$ cat config.mk
export PLATFORM = sky130hd
export DESIGN_NAME = istft_ola_div
export DESIGN_NICKNAME = d
export VERILOG_FILES = /design/src/hw/rtl/istft_ola_pkg.sv /design/src/hw/rtl/istft_ola_div.sv
export SDC_FILE = /design/constraint.sdc
export NUM_CORES = 1
export LEC_CHECK = 0
export ABC_AREA = 1
export BUFFER_PORTS_ARGS = -buffer_cell sky130_fd_sc_hd__buf_2
export CAP_MARGIN = 15
export CORE_ASPECT_RATIO = 1.4
export CORE_MARGIN = 8
export CORE_UTILIZATION = 53
export CTS_CLUSTER_SIZE = 16
export DETAILED_ROUTE_END_ITERATION = 12
export PLACE_DENSITY = 0.76
export SYNTH_ARGS = -nofsm -noshare
export SYNTH_HDL_FRONTEND = slang
export SYNTH_SLANG_ARGS = --single-unit
$ cat constraint.sdc
create_clock -name clk -period 2.2 [get_ports clk]
set_clock_uncertainty 0.2 [all_clocks]
set_input_delay 0.11 -clock clk [delete_from_list [all_inputs] [get_ports clk]]
set_output_delay 0.11 -clock clk [all_outputs]
set_load 0.01 [all_outputs]
$ cat src/hw/rtl/istft_ola_pkg.sv
// ----------------------------------------------------------------------------
// istft_ola_pkg
// Shared types, constants and state codes of the ISTFT overlap-add stage.
// ----------------------------------------------------------------------------
package istft_ola_pkg;

    // Field widths (Q1.15 samples, Q0.16 window, Q9.15 ring, Q4.16 power)
    localparam int SMP_W = 16;
    localparam int WIN_W = 16;
    localparam int ACC_W = 24;
    localparam int PWR_W = 20;
    localparam int QUO_W = 17;
    localparam int CFG_W = 12;

    localparam int FRAME_SIZE_DEF    = 2048;
    localparam int WINDOW_LENGTH_DEF = 1102;

    localparam logic [CFG_W-1:0] HOP_RESET = 12'd275;

    localparam logic signed [ACC_W-1:0] ACC_MAX = 24'sh7FFFFF;
    localparam logic signed [ACC_W-1:0] ACC_MIN = -24'sh800000;
    localparam logic [PWR_W-1:0]        PWR_MAX = 20'hFFFFF;
    localparam logic [QUO_W-1:0]        QUO_CAP = 17'd65536;

    typedef struct packed {
        logic signed [SMP_W-1:0] frame_sample;
        logic                    last_frame;
    } in_beat_t;

    typedef struct packed {
        logic signed [SMP_W-1:0] out_sample;
        logic                    clipped;
    } out_beat_t;

    // Request to the iterative divider
    typedef struct packed {
        logic             start;
        logic [ACC_W-1:0] mag;
        logic [PWR_W-1:0] divisor;
    } div_req_t;

    // Answer of the iterative divider
    typedef struct packed {
        logic             done;
        logic             sat;
        logic [QUO_W-1:0] quo;
    } div_rsp_t;

    typedef enum logic [2:0] {
        ST_CLEAR,
        ST_IDLE,
        ST_READ,
        ST_MUL,
        ST_ACC,
        ST_DIV,
        ST_DONE
    } ola_state_t;

endpackage

$ cat src/hw/rtl/istft_ola_div.sv
// ----------------------------------------------------------------------------
// istft_ola_div
// Restoring divider: (mag << 16) / divisor, one quotient bit per cycle.
// ----------------------------------------------------------------------------
module istft_ola_div (
    input  logic                    clk,
    input  logic                    rst_n,
    input  istft_ola_pkg::div_req_t req,
    output istft_ola_pkg::div_rsp_t rsp
);
    import istft_ola_pkg::*;

    localparam int CNT_W = $clog2(QUO_W + 1);

    logic             busy_reg;
    logic             done_reg;
    logic [CNT_W-1:0] cnt_reg;
    logic [PWR_W-1:0] rem_reg;
    logic [PWR_W-1:0] div_reg;
    logic [QUO_W-1:0] quo_reg;
    logic             bit_reg;
    logic             sat_reg;
    logic             sat_w;
    logic [PWR_W+1:0] trial;

    // quotient of 2^17 or more only saturates, so skip straight to the cap
    assign sat_w = req.mag >= ACC_W'({req.divisor, 1'b0});
    assign trial = {1'b0, rem_reg, bit_reg} - {2'b00, div_reg};

    always_ff @(posedge clk or negedge rst_n)
    begin
        if (!rst_n)
        begin
            busy_reg <= 1'b0;
            done_reg <= 1'b0;
            cnt_reg  <= '0;
        end
        else
        begin
            done_reg <= 1'b0;
            if (req.start)
            begin
                busy_reg <= 1'b1;
                cnt_reg  <= CNT_W'(QUO_W);
            end
            else if (busy_reg)
            begin
                cnt_reg <= cnt_reg - CNT_W'(1);
                if (cnt_reg == CNT_W'(1))
                begin
                    busy_reg <= 1'b0;
                    done_reg <= 1'b1;
                end
            end
        end
    end

    always_ff @(posedge clk)
    begin
        if (req.start)
        begin
            div_reg <= req.divisor;
            sat_reg <= sat_w;
            rem_reg <= sat_w ? '0 : req.mag[PWR_W:1];
            bit_reg <= req.mag[0];
            quo_reg <= '0;
        end
        else if (busy_reg)
        begin
            // shift in the next dividend bit, subtract when it fits
            bit_reg <= 1'b0;
            if (!trial[PWR_W+1])
            begin
                rem_reg <= trial[PWR_W-1:0];
                quo_reg <= {quo_reg[QUO_W-2:0], 1'b1};
            end
            else
            begin
                rem_reg <= {rem_reg[PWR_W-2:0], bit_reg};
                quo_reg <= {quo_reg[QUO_W-2:0], 1'b0};
            end
        end
    end

    assign rsp.done = done_reg;
    assign rsp.sat  = sat_reg;
    assign rsp.quo  = quo_reg;

    a_rem_below_div: assert property (@(posedge clk) disable iff (!rst_n)
        busy_reg |-> rem_reg < div_reg)
        else $error("divider remainder not below divisor");

    a_cnt_bound: assert property (@(posedge clk) disable iff (!rst_n)
        cnt_reg <= CNT_W'(QUO_W))
        else $error("divider step count out of range");

    a_done_pulse: assert property (@(posedge clk) disable iff (!rst_n)
        done_reg |=> !done_reg && !busy_reg)
        else $error("divider done held or busy after finish");

endmodule

==> flow_summary.ini, run 1 <==
[power_and_ir_drop]
internal-power_w = 0.00467
power.density_nw_per_um2 = 1140
p_clk_share_pct = 16.5
power.leakage_nw = 3.81
switching_share_pct = 43.6
peakVddDrop_mv = 0.703
p_switching_w = 0.00361
p_seq_share_pct = 22.0
combPwrFrac_pct = 61.5
finalPower_w = 0.00827

[synth]
synth.net_count = 794
synthesis.area_um2 = 4940
synthCells = 704
synthArstFlopShare_pct = 10.6
yosysTopAreaCell = edfxtp_1
syn_area_per_cell_um2 = 7.02
synth_flop_cell = edfxtp_1
synth_cell_types = 32
synth_top_area_share_pct = 25.5
synth_seq_cells = 66
seq_area_frac_synth_pct = 35.9
synth_edf_count = 42
yosys_warnings = 0
synth_area_leaders = edfxtp_1 26%, nand2_1 14%, inv_1 13%

[global_routing]
met3_usage_pct = 4.55
antenna_found_initial = 0
gr-total-overflow = 0
grt.total_usage_pct = 24.1
top_usage_layer = met2
grt_pass1_wl_um = 25200
met1_usage_pct = 24.5
grt_max_degree = 24
grt_use_met2_pct = 46.6
grt_pass1_vias = 5363

[clock_network]
cts_max_level = 3
cts_tree = built
path_clk_slew_ns = 0.06
cts.path.max_buffers = 2
cts_buffers = 9
cts_root_buf = clkbuf_16
cts_sinks = 66
clk_latency_ns = 0.34

[detailed_routing]
postRouteWirelength_um = 19300
vias_per_cell = 5.93
vias = 5802
drtAntennaViolNets = 0
dr.pass1.iters = 6
wl_per_cell_um = 19.7
first_iter_violations = 652
drc = 0

[critical_path]
reg2reg_to = rem_reg[12]$_DFFE_PP_
path_buf_inv = 3
crit_family = simple AND/OR/NAND/NOR gates
cp_slowest_cell = edfxtp_1
r2r_start = div_reg[7]$_DFFE_PP_
r2r_slack_ns = -0.17
startpoint_type = register
crit_required_ns = 2.08
cpPeakStageDelay_ns = 0.39
reg2reg_depth = 13
cp.arrival_ns = 2.26
cp_max_fo = 4
crit_top_cell = nand2_1
critPathKind = reg2reg
worstPathCellList = inv_1, ha_4, buf_4, nand2_2, inv_1, nand2_1, nand2_1, nand2_1, nand3_1, nand2_1, nand3_4, nand3_2, nand2_1
end_kind = register

[min_path]
holdPathEnd = rem_reg[1]$_DFFE_PP_
holdPathStages = 5
min_path_type = in2reg
min-delay-start = req[22]

[status]
failed_checks = negative setup slack
run_status = complete, but fails checks

[die]
fp-row-count = 41
die_area_um2 = 12700
die_y_um = 130
die-width_um = 97.6
coreArea_um2 = 9030
start_util_pct = 54.7
io-pin-count = 66

[place]
portBuffers = 65
dp_hpwl_um = 10700
post-place-ws_ns = -0.119
dp_cells = 916
gp_congestion = 0.983

[timing]
finalMaxSlewViolations = 0
period_needed_ns = 2.37
finalHoldViolCount = 0
setup_slack_ns = -0.175
setup_viol_count_final = 20
rsz0062_at_grt = true
tightest_slew_ns = 0.541
relSlewSlack_pct = 63.9
timing.final.crit_share_pct = 108
fmax_ghz = 0.421
hold_slack_ns = 0.0112

[layout]
fillers = 457
final_nets = 956
antenna_cells = 0
area_growth_syn_to_layout_pct = 46.5
drive_gt1_share_pct = 34.1
finalNonFillerCells = 978

[flow_run]
drv_cap = 0
## metal layers
metal	share of wire (%)	vias to the layer above
met4	6.7	0
met2	50	448
met5	0	-
met3	10	121
li1	-	2571
met1	33	2662
## logic make-up after synthesis
family | after synthesis | synth area share (%)
AO/OA/AOI/OAI | 52 | 5.92
XOR/XNOR | 7 | 1.24
adder cells (fa/ha/maj) | 43 | 11.0
buffers and inverters | 199 | 15.9
flip-flops | 66 | 35.9
AND/OR/NAND/NOR | 337 | 29.9
## layout by cell type, fill, tap and decap left out, types with 2 or more instances in the layout
cell type / instances
a21oi_1: 16
a21oi_2: 5
buf_12: 5
buf_2: 65
buf_4: 68
buf_6: 5
buf_8: 3
clkbuf_16: 13
clkinv_1: 6
dfrtp_1: 7
dfxtp_1: 17
dlygate4sd3_1: 24
edfxtp_1: 42
ha_1: 23
ha_4: 19
inv_1: 157
inv_2: 13
inv_4: 3
inv_6: 2
nand2_1: 147
nand2_2: 38
nand2_4: 7
nand3_1: 25
nand3_2: 25
nand3_4: 3
nand4_1: 45
nor2_1: 24
nor2_2: 12
nor2_4: 5
nor3_1: 4
o21ai_0: 9
o21ai_4: 2
o22ai_1: 16
xnor2_1: 6
## cells in the mapped netlist, types with 4 or more instances
master,instances
ha_1,42
nor3_1,4
buf_2,5
clkinv_1,6
clkbuf_1,10
nand2_1,190
xnor2_1,6
o22ai_1,16
nand4_1,45
o21ai_0,11
inv_1,170
dfrtp_1,7
nor2_1,37
edfxtp_1,42
nand3_1,52
a21oi_1,20
dfxtp_1,17
## worst min-delay path, delay by kind of cell
| family | cells | cell delay, ns |
|---|---|---|
| buf+inv | 2 | 0.13 |
| simple gates | 3 | 0.21 |
## how the worst max path moves through the flow
stage | start | endpoint | depth (start not counted)
floorplan | div_reg[0]$_DFFE_PP_ | rem_reg[16]$_DFFE_PP_ | 12
global placement | rem_reg[15]$_DFFE_PP_ | rem_reg[5]$_DFFE_PP_ | 10
detailed placement | rem_reg[15]$_DFFE_PP_ | rem_reg[5]$_DFFE_PP_ | 10
CTS | rem_reg[13]$_DFFE_PP_ | rem_reg[19]$_DFFE_PP_ | 11
global route | div_reg[7]$_DFFE_PP_ | rem_reg[18]$_DFFE_PP_ | 15
finish | div_reg[7]$_DFFE_PP_ | rem_reg[12]$_DFFE_PP_ | 13
## per-stage QoR
stage	utilization, %	cell area, µm²	TNS, ns
after floorplan	-	4940	0
after global placement	64.4	5810	-1.40
after detailed placement	64.4	5810	-1.45
after global routing	80.2	7240	-4.10
final	80.2	7240	-1.88
after CTS	72.7	6570	0
## power groups by stage
| stage | Combinational, W | Sequential [W] | Clock, W |
|---|---|---|---|
| 3_5_place_dp | 0.00323 | 0.00175 | 0 |
| 4_1_cts | 0.00352 | 0.00179 | 0.00136 |
| 5_1_grt | 0.00538 | 0.00184 | 0.00141 |
| 3_3_place_gp | 0.00315 | 0.00175 | 0 |
| 2_1_floorplan | 0.00205 | 0.00173 | 0 |
| 6_report | 0.00509 | 0.00182 | 0.00136 |
## layout make-up
cell class	count	area, µm²	share of cell area, %
Tap cell	107	134	1.85
Multi-Input combinational cell	439	3020	41.7
Clock buffer	9	225	3.11
Inverter	176	661	9.12
Clock inverter	7	50.0	0.691
Timing Repair Buffer	174	1380	19.0
Sequential cell	66	1780	24.5
## timing repair
item,4_1_cts,5_1_grt
pin swaps,9,61
gates resized for setup,32,120
hold buffers,24,0
setup endpoints to repair,20,21
gates cloned,0,5
hold endpoints to repair,29,0
buffers inserted,2,15
Power figures use the tool's default switching activity.
==> run 2: changes to the inputs <==
CELL_PAD_IN_SITES_DETAIL_PLACEMENT = 1   (was not set)
CELL_PAD_IN_SITES_GLOBAL_PLACEMENT = 2   (was not set)
CORE_UTILIZATION = 30   (was 53)
PLACE_DENSITY = 0.77   (was 0.76)
==> run 2 against run 1 <==
Compared with the run above:
- the flow still finishes with violations (negative setup slack)
- power fell by 0.76%
- cell count rose by 9.9%
- clock power fell by 9%
- flip-flop and latch count did not move
- highest routed layer unchanged
==> flow_summary.ini, run 2 (synthesis results as in run 1) <==
[detailed_routing]
vias_per_cell = 4.85
first_iter_violations = 164
postRouteWirelength_um = 18800
vias = 5215
wl_per_cell_um = 17.5
dr.pass1.iters = 4
drtAntennaViolNets = 0
drc = 0

[layout]
final_cell_mix = 154 x inv_1, 129 x nand2_1, 74 x buf_4, 65 x buf_2, 51 x nand2_2
final_nets = 962
area_growth_syn_to_layout_pct = 51.6
fin_util_pct = 46.3
design_area_um2 = 7490
fillers = 1929
antenna_cells = 0
drive_gt1_share_pct = 37.8
finalNonFillerCells = 1075
final_common_cell = inv_1

[critical_path]
cpPeakStageDelay_ns = 0.44
crit_required_ns = 2.08
cp_slowest_cell = edfxtp_1
cp.depth = 12
crit_top_cell = nand2_1
worstPathCellList = ha_4, buf_4, nand2_1, inv_1, nand2_1, nand2_1, a21oi_2, nand2_1, nand2_1, nand3_4, nand3_2, nand2_1
end_kind = register
crit_family = simple AND/OR/NAND/NOR gates
critPathKind = reg2reg
cp.arrival_ns = 2.15
cp_max_fo = 4
path_buf_inv = 2
startpoint_type = register
reg2reg_depth = 12

[place]
place_area_um2 = 5910
portBuffers = 65
dp_cells = 1008
dp_hpwl_um = 13700
gp_congestion = 0.866

[status]
failed_checks = negative setup slack
run_status = complete, but fails checks

[timing]
fmax_ghz = 0.441
relSlewSlack_pct = 62.4
finalHoldViolCount = 0
tightest_slew_ns = 0.563
setup_viol_count_final = 17
hold_slack_ns = 0.00678
period_needed_ns = 2.27
finalMaxSlewViolations = 0
rsz0062_at_grt = true
setup_slack_ns = -0.0684
timing.final.crit_share_pct = 103

[die]
coreArea_um2 = 16200
io-pin-count = 66
fp-row-count = 55
die_area_um2 = 20900
die_y_um = 168
start_util_pct = 30.6
die-width_um = 124

[min_path]
min_path_type = in2reg
holdPathStages = 5

[power_and_ir_drop]
power.leakage_nw = 3.85
power.density_nw_per_um2 = 1100
peakVddDrop_mv = 0.504
finalPower_w = 0.00821

[clock_network]
cts_root_buf = clkbuf_16
cts_buffers = 9
cts_tree = built
path_clk_slew_ns = 0.05
cts.path.max_buffers = 2
clk_latency_ns = 0.33
cts_max_level = 3
cts_sinks = 66

[global_routing]
grt_use_met2_pct = 34.3
antenna_found_initial = 0
grt_pass1_wl_um = 28800
gr-total-overflow = 0
grt_pass1_vias = 5703
met3_usage_pct = 2.67
met1_usage_pct = 16.6
grt.total_usage_pct = 16.9
grt_max_degree = 43
top_usage_layer = met2

[flow_run]
drv_cap = 0
run 2: power by group:
part           switching (W)  leakage, nW  total, W  internal, W
registers           0.000200        0.668   0.00181      0.00161
logic                0.00277         3.06   0.00515      0.00238
clock network       0.000489        0.122   0.00124     0.000752
run 2: what timing repair did:
action,4_1_cts,5_1_grt
resized for setup,106,92
hold endpoints to repair,31,0
setup buffers,11,14
hold buffers,24,0
pin swaps,32,43
endpoints found under the setup margin,21,22
cloned,2,2
run 2: cell type report:
class,count,area [µm²],area share (%)
Sequential cell,66,1780,23.7
Tap cell,199,249,3.32
Clock inverter,3,17.5,0.234
Multi-Input combinational cell,439,3150,42.0
Inverter,176,661,8.81
Clock buffer,12,236,3.16
Timing Repair Buffer,180,1400,18.7
run 2: per-stage QoR:
| stage | setup TNS (ns) | setup slack, ns |
|---|---|---|
| 2_1_floorplan | 0 | 0.0848 |
| 5_1_grt | -1.84 | -0.159 |
| 6_report | -0.505 | -0.0684 |
| 3_3_place_gp | -1.47 | -0.195 |
| 3_5_place_dp | -2.60 | -0.212 |
| 4_1_cts | -0.0294 | -0.0126 |
run 2: path summary, 6_finish.rpt:
| kind | start | end | slack [ns] |
|---|---|---|---|
| worst max-delay path | rem_reg[12]$_DFFE_PP_ | rem_reg[14]$_DFFE_PP_ | -0.07 |
| worst min-delay path | req[21] | rem_reg[0]$_DFFE_PP_ | 0.007 |
| worst max register to register | rem_reg[12]$_DFFE_PP_ | rem_reg[14]$_DFFE_PP_ | -0.07 |
| worst min register to register | quo_reg[16]$_SDFFE_PP0P_ | quo_reg[16]$_SDFFE_PP0P_ | 0.26 |
| max in group asynchronous | rst_n | busy_reg$_DFF_PN0_ | 1.02 |
| min in group asynchronous | rst_n | done_reg$_DFF_PN0_ | 0.53 |
run 2: metal layers:
| layer | part of all wire, % | up-vias |
|---|---|---|
| met5 | 0 | - |
| met4 | 2.9 | 0 |
| met3 | 3.0 | 35 |
| met2 | 58 | 89 |
| met1 | 36 | 2517 |
| li1 | - | 2574 |
run 2: tightest hold or removal path: cells and delay by family:
family / cells / cell delay (ns)
and+or+nand+nor: 3 / 0.19
buffers and inverters: 2 / 0.14
